$ cat src/design/gpb_pkg.sv
// ---------------------------------------------------------------------------
// Glyph page blitter package
// Configuration layout, register indexes, queue and write types.
// ---------------------------------------------------------------------------
`timescale 1ns / 1ps

package gpb_pkg;

  // Font addresses are carried at the widest font memory size
  localparam int FA_W    = 16;
  localparam int QDEPTH  = 4;
  localparam int QPTR_W  = 2;
  localparam int QCNT_W  = 3;

  // Configuration register indexes
  localparam logic [2:0] CFG_DISPLAY_WIDTH  = 3'd0;
  localparam logic [2:0] CFG_DISPLAY_HEIGHT = 3'd1;
  localparam logic [2:0] CFG_FIRST_CHAR     = 3'd2;
  localparam logic [2:0] CFG_LAST_CHAR      = 3'd3;
  localparam logic [2:0] CFG_GLYPH_COLUMNS  = 3'd4;
  localparam logic [2:0] CFG_GLYPH_PAGES    = 3'd5;

  // Request codes
  localparam logic REQ_LOAD = 1'b0;
  localparam logic REQ_DRAW = 1'b1;

  typedef struct packed {
    logic [7:0] display_width;
    logic [6:0] display_height;
    logic [7:0] first_char;
    logic [7:0] last_char;
    logic [4:0] glyph_columns;
    logic [2:0] glyph_pages;
  } cfg_t;

  // One queued command: a font load or a classified draw
  typedef struct packed {
    logic            is_load;
    logic            opens;
    logic [6:0]      start_x;
    logic [5:0]      start_y;
    logic            in_range;
    logic            color;
    logic [FA_W-1:0] addr;
    logic [7:0]      data;
  } cmd_t;

  // Queue status seen by both sides
  typedef struct packed {
    logic full;
    logic empty;
  } q_stat_t;

  // One framebuffer write
  typedef struct packed {
    logic [9:0] fb_addr;
    logic [7:0] fb_data;
    logic       last;
  } wr_t;

  typedef enum logic [1:0] {
    BK_IDLE,
    BK_WREAD,
    BK_WCHK,
    BK_EMIT
  } bk_state_t;

endpackage

$ cat src/design/gpb_queue.sv
// ---------------------------------------------------------------------------
// Glyph page blitter command queue
// Short first-in first-out store between the front and back ends.
// ---------------------------------------------------------------------------
`timescale 1ns / 1ps

module gpb_queue (
  input  logic             clk,
  input  logic             rst_n,
  input  logic             push,
  input  gpb_pkg::cmd_t    push_cmd,
  input  logic             pop,
  output gpb_pkg::cmd_t    head_cmd,
  output gpb_pkg::q_stat_t stat
);

  gpb_pkg::cmd_t                  slot_r [gpb_pkg::QDEPTH];
  logic [gpb_pkg::QPTR_W-1:0]     wr_ptr_r;
  logic [gpb_pkg::QPTR_W-1:0]     wr_ptr_nxt;
  logic [gpb_pkg::QPTR_W-1:0]     rd_ptr_r;
  logic [gpb_pkg::QPTR_W-1:0]     rd_ptr_nxt;
  logic [gpb_pkg::QCNT_W-1:0]     count_r;
  logic [gpb_pkg::QCNT_W-1:0]     count_nxt;
  logic                           do_push;
  logic                           do_pop;

  assign stat.full  = (count_r == gpb_pkg::QCNT_W'(gpb_pkg::QDEPTH));
  assign stat.empty = (count_r == '0);
  assign do_push    = push && !stat.full;
  assign do_pop     = pop && !stat.empty;
  assign head_cmd   = slot_r[rd_ptr_r];

  // Advance pointers and occupancy
  always_comb begin
    wr_ptr_nxt = do_push ? wr_ptr_r + 1'b1 : wr_ptr_r;
    rd_ptr_nxt = do_pop ? rd_ptr_r + 1'b1 : rd_ptr_r;
    count_nxt  = count_r;
    if (do_push && !do_pop) begin
      count_nxt = count_r + 1'b1;
    end else if (!do_push && do_pop) begin
      count_nxt = count_r - 1'b1;
    end
  end

  always_ff @(posedge clk) begin
    if (!rst_n) begin
      wr_ptr_r <= '0;
      rd_ptr_r <= '0;
      count_r  <= '0;
    end else begin
      wr_ptr_r <= wr_ptr_nxt;
      rd_ptr_r <= rd_ptr_nxt;
      count_r  <= count_nxt;
    end
  end

  // Store the incoming command
  always_ff @(posedge clk) begin
    if (do_push) begin
      slot_r[wr_ptr_r] <= push_cmd;
    end
  end

endmodule

$ cat config.mk
export PLATFORM = sky130hd
export DESIGN_NAME = gpb_queue
export DESIGN_NICKNAME = d
export VERILOG_FILES = /design/src/design/gpb_pkg.sv /design/src/design/gpb_queue.sv
export SDC_FILE = /design/constraint.sdc
export NUM_CORES = 1
export LEC_CHECK = 0
export BUFFER_PORTS_ARGS = -buffer_cell sky130_fd_sc_hd__buf_2
export CORE_ASPECT_RATIO = 0.75
export CORE_MARGIN = 5
export CORE_UTILIZATION = 51
export CTS_CLUSTER_DIAMETER = 150
export DETAILED_ROUTE_END_ITERATION = 6
export GPL_ROUTABILITY_DRIVEN = 0
export PLACE_DENSITY = 0.73
export SYNTH_ARGS = -nofsm -noshare
export SYNTH_HDL_FRONTEND = slang
export SYNTH_SLANG_ARGS = --single-unit
$ cat constraint.sdc
create_clock -name clk -period 2.16 [get_ports clk]
set_input_delay 0.108 -clock clk [delete_from_list [all_inputs] [get_ports clk]]
set_output_delay 0.108 -clock clk [all_outputs]
set_load 0.03 [all_outputs]
# Word-level counts from Yosys, hierarchy flattened
# Memory sizes are Yosys's and may differ from the RTL's. A register that Yosys moved wholly into a read port is not among the register bits.
# Cells that the tools add are included.
dict set report op_classes {
  add_sub_neg 4
  eq_ne 1
  muxes 6
  n_reduce_logical 10
}
# op count
set ops {}
lappend ops {{3-bit two-way mux} 2}
lappend ops {{2-bit by 1-bit adder with 2-bit output (second input constant)} 2}
lappend ops {{1-bit logical AND} 4}
lappend ops {{1-bit logical NOT} 4}
lappend ops {{2-bit two-way mux} 2}
lappend ops {{3-bit by 1-bit adder with 3-bit output (second input constant)} 1}
lappend ops {{3-bit == test (second input constant)} 1}
lappend ops {{3-bit logical NOT} 1}
lappend ops {{3-bit by 1-bit subtractor with 3-bit output (second input constant)} 1}
lappend ops {{1-bit two-way mux} 2}
lappend ops {{2-bit nonzero test} 1}
dict set report totals {
  regBits 7
  ramBits 164
  elab_cells 25
  n_memories 1
}
# name words width rd rd_ports_with_merged_regs wr line
set memory_table {}
lappend memory_table {slot_r 4 41 1 1 1 gpb_queue.sv:17} ;# gpb_pkg::cmd_t slot_r [gpb_pkg::QDEPTH];

# Longest topological paths before layout
dict set report logic_depth {
  word_depth 7
  ltp_mapped 9
  depth_no_buf 8
}

# Worst setup path after synthesis
# OpenSTA, ideal clock, no wires.
dict set report synth_path {
  path_type {register to register}
  from {register count_r[0] (netlist bit)}
  to {memory slot_r[2][0] (netlist bit) (enable)}
  setup_time_ps 402
  arrival_time_ps 1895
  path_slack_ps -137
  path_stages_with_launch 5
  synth_period_minus_slack_ps 2297
  cell_sequence {dfxtp_1 nor3b_2 nor2b_1 buf_6 and2_1}
}
# element line
set synth_rtl {}
lappend synth_rtl {{from (decl)} gpb_queue.sv:22} ;# logic [gpb_pkg::QCNT_W-1:0] count_r;
lappend synth_rtl {{from (signal assigned)} gpb_queue.sv:53} ;# count_r <= count_nxt;
lappend synth_rtl {{to (decl)} gpb_queue.sv:17}

# Worst setup path after layout
dict set report layout_path {
  from {register count_r[2] (netlist bit)}
  to {register count_r[2] (netlist bit)}
}
dict set report layout_between {
  elab_chain_cells 6
  word_cells_on_any_way 15
  cone_classes {add/sub: 2; eq/ne: 1; mux: 2; reduce/logical: 10}
}
# element
set layout_rtl {}
lappend layout_rtl {{branches (longest 6 deep; another with 3-bit by 1-bit subtractor with 3-bit output)}}
# Parallel ways; which one is timed is not known. The select of a mux whose other input is x is not followed.
# A chain may end at the register's enable or synchronous reset.

==> results.sh <==
export IMPL_track_usage_pct=15.85
export IMPL_path_class="flip-flop to flip-flop"
export IMPL_grt_antenna_before_repair=0
export IMPL_grt_first_pass_wirelength_um=17800
export IMPL_hold_ws_ps=26.07
export IMPL_fin_skew_ps=9.820
export IMPL_outcome="completed"
export IMPL_path_clk_slew_ps=60
export IMPL_synth_ff_type="edfxtp_1"
export IMPL_finalMaxSlewViolations=0
export IMPL_yosysUniqueCellTypes=25
export IMPL_synth_area_per_cell_sq_um=24.55
export IMPL_synth_edf_count=164
export IMPL_synth_area_leaders="edfxtp_1, mux4_2, dfxtp_1"
export IMPL_grt_pass1_vias=3317
export IMPL_cts_buffers=17
export IMPL_worst_ep_required_time_ps=2500
export IMPL_ios=88
export IMPL_worst_setup_path_start_kind="flip-flop"
export IMPL_ys_warn_count=0
export IMPL_final_util_pct=65.83
export IMPL_ys_seq_area_share_pct=79.07
export IMPL_p_leak_nw=2.819
export IMPL_clk_latency_ps=410
export IMPL_gr_total_overflow=0
export IMPL_async_flop_share_pct=0
export IMPL_nets=464
export IMPL_drive_gt1_share_pct=43.19
export IMPL_tightest_slew_ps=429.8
export IMPL_syn_to_final_growth_pct=25.91
export IMPL_drtAntennaViolNets=0
export IMPL_io_buffers=87
export IMPL_vias=3067
export IMPL_cp_end_kind="flip-flop"
export IMPL_slew_headroom_pct=71.35
export IMPL_arrival_ps=2450
export IMPL_cts_path_max_buffers=2
export IMPL_die_w_um=139.9
export IMPL_fin_area_sq_um=8129
export IMPL_num_rows=35
export IMPL_hold_viol=0
export IMPL_coreArea_sq_um=12350
export IMPL_syn_nets=314
export IMPL_place_inst=519
export IMPL_slowest_stage="dfxtp_1"
export IMPL_htreeDepth=4
export IMPL_cts_sinks=173
export IMPL_synth_top_cell_by_area="edfxtp_1"
export IMPL_die_y_um=107.4
export IMPL_avgViaCountPerCell=5.181
export IMPL_die_area_sq_um=15030
export IMPL_cts_tree="done"
export IMPL_cts_root_buf="clkbuf_16"
export IMPL_max_stage_delay_ps=370
export IMPL_cp_max_fo=6
export IMPL_finalCritPeriodShare_pct=97.58
export IMPL_synthTopCellsByCount="edfxtp_1, mux4_2, dfxtp_1"
export IMPL_initialDrtViolationCount=223
export IMPL_wirelength_um=11190
export IMPL_yosysMostFrequentCell="edfxtp_1"
export IMPL_hold_path_class="input port to flip-flop"
export IMPL_path_cells="nor3b_2 -> nor2b_2 -> ha_2 -> inv_1 -> fa_1 -> xor2_1 -> or3_1 -> a21boi_1"
export IMPL_ys_seq_elements=173
export IMPL_wl_per_cell_um=18.91
export IMPL_power_density_nw_per_um2=1220
export IMPL_drc_errors=0
export IMPL_period_needed_ps=2108
export IMPL_postSynthCellCount=263
export IMPL_synth_area_sq_um=6456
export IMPL_setup_viol=0
export IMPL_stdcell_count=592
export IMPL_grt_max_degree=28
export IMPL_critPathBufInv=1
export IMPL_grt_setup_unrepaired="no"
export IMPL_dp_hpwl_um=6928
export IMPL_maxCapViolations=0
export IMPL_netlist_area_leader_share_pct=76.28
export IMPL_dpl_cell_area_sq_um=7129
export IMPL_dr_pass1_iters=4
export IMPL_postCtsSetupRepairBufs=0
export IMPL_clock_fmax_mhz=474.4
export IMPL_crit_family="simple AND/OR/NAND/NOR gates"
export IMPL_setup_tns_ps=0
export IMPL_initial_core_util_pct=52.28
export IMPL_vdd_drop_max_v=0.0007982
export IMPL_antennaDiodeCount=0
worst paths after layout:
check                           startpoint                        to  slack, ps  depth (start not counted)
setup / recovery   count_r[2]$_SDFFE_PN0P_   count_r[2]$_SDFFE_PN0P_         50                          8
hold / removal                       rst_n   count_r[1]$_SDFFE_PN0P_         30                          2
setup reg to reg   count_r[2]$_SDFFE_PN0P_   count_r[2]$_SDFFE_PN0P_         50                          8
hold reg to reg   wr_ptr_r[1]$_SDFFE_PN0P_  wr_ptr_r[1]$_SDFFE_PN0P_        510                          2
logic make-up (layout without fill, tap and decap cells):
family | after synthesis | after routing | share of synthesized area [%]
AOI/OAI and AO/OA | 4 | 4 | 0.5232
xor gates and xnor gates | 4 | 4 | 0.5427
adders and majority gates | 6 | 6 | 1.279
buffers and inverters | 15 | 178 | 2.190
DFF | 173 | 173 | 79.07
muxes | 44 | 44 | 14.83
and+or+nand+nor | 17 | 17 | 1.570
worst reg2reg max path: stages (launching register included):
cell	delay [ps]
dfxtp_1	370
nor3b_2	200
nor2b_2	160
ha_2	220
inv_1	70
fa_1	370
xor2_1	160
or3_1	330
a21boi_1	170
what timing repair did:
action                     CTS  global route
hold buffers                41             0
setup endpoints to repair    1             0
hold endpoints to repair   164             0
gates resized for setup      6             0
cell usage in the layout (no fill, tap or decap), types with 2 or more instances in the layout:
master	n
buf_12	3
buf_4	12
inv_6	3
dfxtp_1	5
clkinv_2	4
bufinv_16	2
xnor2_1	3
dfxtp_2	3
ha_1	4
and2_2	4
nand2_1	4
inv_1	3
mux2i_1	3
clkbuf_16	17
buf_2	87
edfxtp_1	164
clkinv_4	3
and2_1	4
mux4_2	40
dlygate4sd3_1	41
state kept, by name (all words and copies together), names as in the netlist, named ones only:
name and flops:
rd_ptr_r 2, wr_ptr_r 2, count_r 3, slot_r 164
final cells by class:
cell class	instances	area, sq um
Clock inverter	14	143.9
Timing Repair Buffer	143	996.0
Fill cell	837	4220
Clock buffer	18	429.2
Inverter	3	11.26
Multi-Input combinational cell	75	1229
Sequential cell	173	5112
Tap cell	166	207.7
power breakdown:
| group | total (mW) | internal, mW | switching [mW] |
|---|---|---|---|
| registers | 4.22 | 4.08 | 0.134 |
| clock network | 2.91 | 1.71 | 1.20 |
| logic | 2.79 | 1.13 | 1.67 |
layer usage:
layer	global-route usage, %	vias up	wire, um	share of wire (%)
met2	24.54	67	5343	48
met4	6.224	0	107	0.96
li1	-	1400	-	-
met5	0	-	0	0
met3	4.529	7	542	4.8
met1	21.59	1593	5199	46
stage by stage:
step	setup slack, ps	total power [mW]
after global placement	179.7	6.992
after floorplan	22.09	6.381
after detailed placement	-78.43	7.048
final	52.26	9.916
after global routing	14.40	10.34
after CTS	42.39	10.03
No activity file was read; power rests on OpenSTA's default activity.
