==> config.mk <==
export PLATFORM = sky130hd
export DESIGN_NAME = gpb_front
export DESIGN_NICKNAME = d
export VERILOG_FILES = /design/src/design/gpb_pkg.sv /design/src/design/gpb_front.sv
export SDC_FILE = /design/constraint.sdc
export NUM_CORES = 1
export LEC_CHECK = 0
export BUFFER_PORTS_ARGS = -buffer_cell sky130_fd_sc_hd__buf_2
export CAP_MARGIN = 25
export CORE_MARGIN = 5
export CORE_UTILIZATION = 40
export DETAILED_ROUTE_END_ITERATION = 8
export GPL_TIMING_DRIVEN = 0
export PLACE_DENSITY = 0.73
export REMOVE_ABC_BUFFERS = 1
export SETUP_SLACK_MARGIN = 0.1
export SLEW_MARGIN = 0
export SYNTH_ARGS = -nofsm -noshare
export SYNTH_HDL_FRONTEND = slang
export SYNTH_SLANG_ARGS = --single-unit
==> constraint.sdc <==
create_clock -name clk -period 7.8 [get_ports clk]
set_clock_uncertainty 0.2 [all_clocks]
set_input_delay 1.56 -clock clk [delete_from_list [all_inputs] [get_ports clk]]
set_output_delay 1.56 -clock clk [all_outputs]
set_load 0.01 [all_outputs]
==> src/design/gpb_pkg.sv <==
// ---------------------------------------------------------------------------
// Glyph page blitter package
// Configuration layout, register indexes, queue and write types.
// ---------------------------------------------------------------------------
`timescale 1ns / 1ps

package gpb_pkg;

  // Font addresses are carried at the widest font memory size
  localparam int FA_W    = 16;
  localparam int QDEPTH  = 4;
  localparam int QPTR_W  = 2;
  localparam int QCNT_W  = 3;

  // Configuration register indexes
  localparam logic [2:0] CFG_DISPLAY_WIDTH  = 3'd0;
  localparam logic [2:0] CFG_DISPLAY_HEIGHT = 3'd1;
  localparam logic [2:0] CFG_FIRST_CHAR     = 3'd2;
  localparam logic [2:0] CFG_LAST_CHAR      = 3'd3;
  localparam logic [2:0] CFG_GLYPH_COLUMNS  = 3'd4;
  localparam logic [2:0] CFG_GLYPH_PAGES    = 3'd5;

  // Request codes
  localparam logic REQ_LOAD = 1'b0;
  localparam logic REQ_DRAW = 1'b1;

  typedef struct packed {
    logic [7:0] display_width;
    logic [6:0] display_height;
    logic [7:0] first_char;
    logic [7:0] last_char;
    logic [4:0] glyph_columns;
    logic [2:0] glyph_pages;
  } cfg_t;

  // One queued command: a font load or a classified draw
  typedef struct packed {
    logic            is_load;
    logic            opens;
    logic [6:0]      start_x;
    logic [5:0]      start_y;
    logic            in_range;
    logic            color;
    logic [FA_W-1:0] addr;
    logic [7:0]      data;
  } cmd_t;

  // Queue status seen by both sides
  typedef struct packed {
    logic full;
    logic empty;
  } q_stat_t;

  // One framebuffer write
  typedef struct packed {
    logic [9:0] fb_addr;
    logic [7:0] fb_data;
    logic       last;
  } wr_t;

  typedef enum logic [1:0] {
    BK_IDLE,
    BK_WREAD,
    BK_WCHK,
    BK_EMIT
  } bk_state_t;

endpackage

==> src/design/gpb_front.sv <==
// ---------------------------------------------------------------------------
// Glyph page blitter front end
// Accepts items, tracks dropped strings and works out glyph record bases.
// ---------------------------------------------------------------------------
`timescale 1ns / 1ps

module gpb_front (
  input  logic             clk,
  input  logic             rst_n,
  input  gpb_pkg::cfg_t    cfg,
  input  logic [7:0]       stride,
  input  logic             in_valid,
  output logic             in_stall,
  input  logic             in_req_type,
  input  logic [11:0]      in_font_addr,
  input  logic [7:0]       in_font_byte,
  input  logic [7:0]       in_char_code,
  input  logic [6:0]       in_start_x,
  input  logic [5:0]       in_start_y,
  input  logic             in_opens_string,
  input  logic             in_color,
  input  gpb_pkg::q_stat_t q_stat,
  output logic             q_push,
  output gpb_pkg::cmd_t    q_cmd
);

  logic        dropped_r;
  logic        dropped_nxt;
  logic        accept;
  logic        is_draw;
  logic        start_off;
  logic        dropped_eff;
  logic        in_range;
  logic [7:0]  offset;
  logic [15:0] base;

  assign in_stall = q_stat.full;
  assign accept   = in_valid && !q_stat.full;
  assign is_draw  = (in_req_type == gpb_pkg::REQ_DRAW);

  // Classify the string start against the display
  assign start_off   = ({1'b0, in_start_x} >= cfg.display_width) ||
                       ({1'b0, in_start_y} >= cfg.display_height);
  assign dropped_eff = in_opens_string ? start_off : dropped_r;

  // Locate the glyph record
  assign in_range = (in_char_code >= cfg.first_char) && (in_char_code <= cfg.last_char);
  assign offset   = in_char_code - cfg.first_char;
  assign base     = in_range ? (16'(offset) * 16'(stride)) : 16'd0;

  // Hold the dropped flag until the next opening item
  always_comb begin
    dropped_nxt = dropped_r;
    if (accept && is_draw && in_opens_string) begin
      dropped_nxt = start_off;
    end
  end

  always_ff @(posedge clk) begin
    if (!rst_n) begin
      dropped_r <= 1'b0;
    end else begin
      dropped_r <= dropped_nxt;
    end
  end

  // Queue loads and live draws, discard draws of a dropped string
  assign q_push = accept && (!is_draw || !dropped_eff);

  always_comb begin
    q_cmd          = '0;
    q_cmd.is_load  = !is_draw;
    q_cmd.opens    = in_opens_string;
    q_cmd.start_x  = in_start_x;
    q_cmd.start_y  = in_start_y;
    q_cmd.in_range = in_range;
    q_cmd.color    = in_color;
    q_cmd.data     = in_font_byte;
    if (is_draw) begin
      q_cmd.addr = gpb_pkg::FA_W'(base);
    end else begin
      q_cmd.addr = gpb_pkg::FA_W'(in_font_addr);
    end
  end

endmodule

---- Word level (Yosys, flattened, before mapping) ----
Index checks and enable logic that the tools add are counted.
cells by class
  order comparisons ....................... 4
  mux-type cells .......................... 3
  $add $sub $neg .......................... 1
  reduce and logical (&&, ||, !) cells .... 10
  multiply operators ...................... 1
operators with widths
  cell                            number
  2-to-1 mux 16 bit               2
  multiplier 8 x 8 -> 16 bit      1
  >= comparator 7 x 8 -> 1 bit    1
  >= comparator 8 bit             1
  less-or-equal comparator 8 bit  1
  subtractor 8 bit                1
  >= comparator 6 x 7 -> 1 bit    1
  logical AND 1 bit               5
  zero test 1 bit                 3
  logical OR 1 bit                2
  2-to-1 mux 1 bit                1
storage, ports and cells
  register bits ........................... 1
  word-level logic and storage cells ...... 20
  input bits .............................. 96
  output and inout port bits .............. 43

---- Logic depth before layout (Yosys ltp) ----
  depth after elaboration ................. 6
  mapped depth ............................ 22
  mapped depth without buffers ............ 22

---- Worst setup path before layout ----
No wires, ideal clock.
  path type ............................... input to output
  from .................................... input port in_char_code[0]
  to ...................................... output port q_cmd[22] (netlist name)
  stages .................................. 21
  data arrival time ....................... 6.613 ns
  path buffers ............................ 0
  slack ................................... -0.573 ns
  data required time ...................... 6.040 ns
  cell sequence ........................... inv_1 > ha_1 > inv_1 > fa_1 > a21oi_1 > nor2_1 > a211oi_1 > xnor2_1 > and2_1 > fa_1 > fa_1 > fa_1 > inv_1 > fa_1 > inv_1 > ha_1 > a21o_1 > a221o_1 > nor4b_1 > mux2i_1 > a21oi_1
RTL lines
  element          line             RTL
  start, declared  gpb_front.sv:17  input logic [7:0] in_char_code,
  end, declared    gpb_front.sv:24  output gpb_pkg::cmd_t q_cmd

==> flow_summary.toml <==
[floorplan]
fp.dieH_um = 106
floorplan.initialDensity = 0.405
die-area_um2 = 11200
fp-row-count = 35
core_area_um2 = 9110
io_pins = 139
die_x_um = 106

[outcome]
outcome = "finished, violations left"
failed_checks = "negative setup slack"

[route]
initialDrtViolationCount = 182
number_of_remaining_drc_errors = 0
detail-route-antenna-nets = 0
detail_route.first_pass.iterations = 4
post_drt_wl_per_cell_um = 15.2
finalWirelength_um = 10300
drt-vias-per-instance = 5.33
detailroute.via_count = 3616

[yosys]
synth-edff-count = 0
yosysSeqAreaShare = 0.00543
largest_family_of_logic_cells_by_synthesized_area = "adder cells"
synth_compound_area_frac = 0.160
synth_flop_cell = "sky130_fd_sc_hd__dfxtp_1"
yosys.area_share.simple = 0.218
yosys.cell_types.count = 56
synth-seq-cells = 1
synthMuxAreaShare = 0.0312
netlist_instances = 454
synth_area_per_cell_um2 = 8.12
synth-warning-count = 0
async_flop_share = 0
yosys.area_share.adder = 0.421
post_synth_xor_area_fraction = 0.0214
post_synth_instance_area_um2 = 3690

[placement]
placement.setup.worst_slack_ns = -1.30
gp_congestion = 0.866
hpwl_um = 7790
io_buffer_count = 111
post_dp_area_um2 = 4180

[cells_and_area]
nNetsFinal = 768
largest_register_ff_count = 1
reg_top3 = "dropped_r x1"
antenna_cells = 0
drive_above_1_share = 0.384
fin_area_um2 = 4800
synthToLayoutAreaGrowth_pct = 30.2
regMostFlops = "dropped_r"
fill_cells = 823

[grt]
global_route.usage.total = 0.168
global_route_wire_length_before_repair_um = 16100
grt_max_degree = 20
grt_antenna_before_repair = 0
vias_in_the_first_global_route = 3636
globalRouteOverflowTotal = 0

[run]
max_cap_violations = 0

[critical_path]
ff2ff_setup_slack_ns = 6.95
cp-start-kind = "input pin"
worstReg2RegEnd = "dropped_r"
timing_worst_setup_path_type = "in2out"
worst-endpoint-arrival_ns = 6.72
r2r_cells = 3
critical_path.max_fanout = 3
crit-reg2reg-launch = "dropped_r"
cp.required_ns = 6.04
critPathCaptureType = "output pin"

[sta]
final-setup-viol-count = 9
max_slew.worst_pin.slew_ns = 0.648
unrepaired_setup_endpoints_after_global_routing = "yes"
final-max-slew-violation-count = 0
final_min_period_ns = 8.48
post-route-period-util = 1.09
fin_worst_hold_slack_ns = 0.362
layout_setup_ws_ns = -0.676
fmax_mhz = 118
hold_viol = 0
worst_slew_margin_rel = 0.563

[power_and_ir_drop]
netSwitchingPower_uw = 899
static-leakage-power_uw = 0.00257
seq_power_share = 0.003
maximum_resistive_drop_on_vdd_mv = 0.272
power_per_cell_area_nw_per_um2 = 372
p_int_uw = 888
share_comb_of_total_power = 0.997
swShare = 0.503
clockPowerShare = 0
fin_total_pwr_uw = 1790

[clock_tree]
clkSlewWorstSetupHoldPaths_ns = 0
worstSkewPairLatency_ns = 0

[hold_path]
holdPathEnd = "dropped_r"
worstHoldPathCells = 3
holdCritPathClass = "reg2reg"
hp-start = "dropped_r"
## layer usage
layer / global-route usage / part of all wire
met1: 0.196 / 0.37
met2: 0.332 / 0.54
met3: 0.0158 / 0.060
met4: 0.0296 / 0.024
met5: 0 / 0
## Yosys cell counts, types with 7 or more instances
master                      number  area share
sky130_fd_sc_hd__o2bb2ai_1       7       0.017
sky130_fd_sc_hd__o21ai_0         8       0.011
sky130_fd_sc_hd__nand2_1        31       0.032
sky130_fd_sc_hd__buf_4          25       0.051
sky130_fd_sc_hd__mux2i_1        10       0.027
sky130_fd_sc_hd__ha_1           65        0.22
sky130_fd_sc_hd__nand2b_1       13       0.022
sky130_fd_sc_hd__nor3b_1         9       0.018
sky130_fd_sc_hd__fa_1           37        0.20
sky130_fd_sc_hd__a21oi_1        19       0.026
sky130_fd_sc_hd__nor2b_1        14       0.024
sky130_fd_sc_hd__nor2_1         11       0.011
sky130_fd_sc_hd__inv_1          85       0.087
sky130_fd_sc_hd__a21o_1         11       0.022
sky130_fd_sc_hd__and2_1         33       0.056
## critical path, stage by stage
cell                       delay [ns]
sky130_fd_sc_hd__buf_6           0.10
sky130_fd_sc_hd__inv_4           0.05
sky130_fd_sc_hd__ha_4            0.13
sky130_fd_sc_hd__inv_2           0.03
sky130_fd_sc_hd__fa_2            0.37
sky130_fd_sc_hd__a21oi_4         0.22
sky130_fd_sc_hd__nor2_2          0.07
sky130_fd_sc_hd__a211oi_2        0.28
sky130_fd_sc_hd__xnor2_2         0.11
sky130_fd_sc_hd__buf_4           0.16
sky130_fd_sc_hd__and2_4          0.15
sky130_fd_sc_hd__fa_1            0.50
sky130_fd_sc_hd__fa_2            0.45
sky130_fd_sc_hd__fa_1            0.53
sky130_fd_sc_hd__inv_2           0.04
sky130_fd_sc_hd__fa_1            0.53
sky130_fd_sc_hd__inv_2           0.05
sky130_fd_sc_hd__ha_4            0.28
sky130_fd_sc_hd__nand4_1         0.16
sky130_fd_sc_hd__a211o_1         0.39
sky130_fd_sc_hd__nor3b_2         0.17
sky130_fd_sc_hd__nor3_1          0.20
sky130_fd_sc_hd__buf_2           0.17
## metrics by stage
step,instances,TNS (ns),utilization
floorplan,426,-3.11,-
global placement,648,-8.87,0.459
detailed placement,648,-9.75,0.459
CTS,669,-4.28,0.506
global route,679,-6.41,0.527
finish,679,-4.82,0.527
## what timing repair did
item	4_1_cts	5_1_grt
pin swaps	32	40
setup endpoints to repair	10	11
gates resized for setup	61	29
setup buffers	21	11
hold buffers	0	0
## layout make-up
| cell class | instances | area [µm²] | share of cell area |
|---|---|---|---|
| Inverter | 87 | 329 | 0.0685 |
| Multi-Input combinational cell | 338 | 3490 | 0.727 |
| Sequential cell | 1 | 20.0 | 0.00417 |
| Tap cell | 111 | 139 | 0.0289 |
| Timing Repair Buffer | 142 | 823 | 0.171 |
## cell usage in the layout (no fill, tap or decap), types with 4 or more instances in the layout
cell,n
sky130_fd_sc_hd__a21o_1,11
sky130_fd_sc_hd__a21oi_1,14
sky130_fd_sc_hd__and2_1,27
sky130_fd_sc_hd__and2_4,6
sky130_fd_sc_hd__buf_2,109
sky130_fd_sc_hd__buf_4,25
sky130_fd_sc_hd__buf_6,8
sky130_fd_sc_hd__fa_1,34
sky130_fd_sc_hd__ha_1,53
sky130_fd_sc_hd__ha_4,9
sky130_fd_sc_hd__inv_1,71
sky130_fd_sc_hd__inv_2,14
sky130_fd_sc_hd__mux2i_1,10
sky130_fd_sc_hd__nand2_1,29
sky130_fd_sc_hd__nand2b_1,13
sky130_fd_sc_hd__nand3_1,4
sky130_fd_sc_hd__nand4_1,5
sky130_fd_sc_hd__nor2_1,8
sky130_fd_sc_hd__nor2b_1,14
sky130_fd_sc_hd__nor3_1,4
sky130_fd_sc_hd__nor3b_1,7
sky130_fd_sc_hd__o21ai_0,6
sky130_fd_sc_hd__o2bb2ai_1,6
sky130_fd_sc_hd__xnor2_2,4
## power groups by stage
stage	sequential (µW)	clock, µW	combinational [µW]
after floorplan	5.44	0	919
after global placement	5.44	0	1140
after detailed placement	5.45	0	1180
after CTS	5.45	0	1550
after global routing	5.46	0	1950
final	5.45	0	1780
## kinds of logic (layout without fill, tap and decap cells)
family	count (synthesis)	in the layout
AOI/OAI and AO/OA	76	76
adders and majority gates	102	102
xor gates and xnor gates	9	9
DFF	1	1
buffers and inverters	115	229
muxes	11	11
and+or+nand+nor	140	140
## worst max-delay path by stage
stage,from,endpoint,cells after the start
after floorplan,in_char_code[0],q_cmd[22],21
after global placement,in_char_code[0],q_cmd[22],23
final,in_char_code[0],q_cmd[21],23
after CTS,in_char_code[0],q_cmd[22],24
after global routing,in_char_code[0],q_cmd[22],24
after detailed placement,in_char_code[0],q_cmd[22],23
Note: power is estimated with default switching activity, not from simulation.
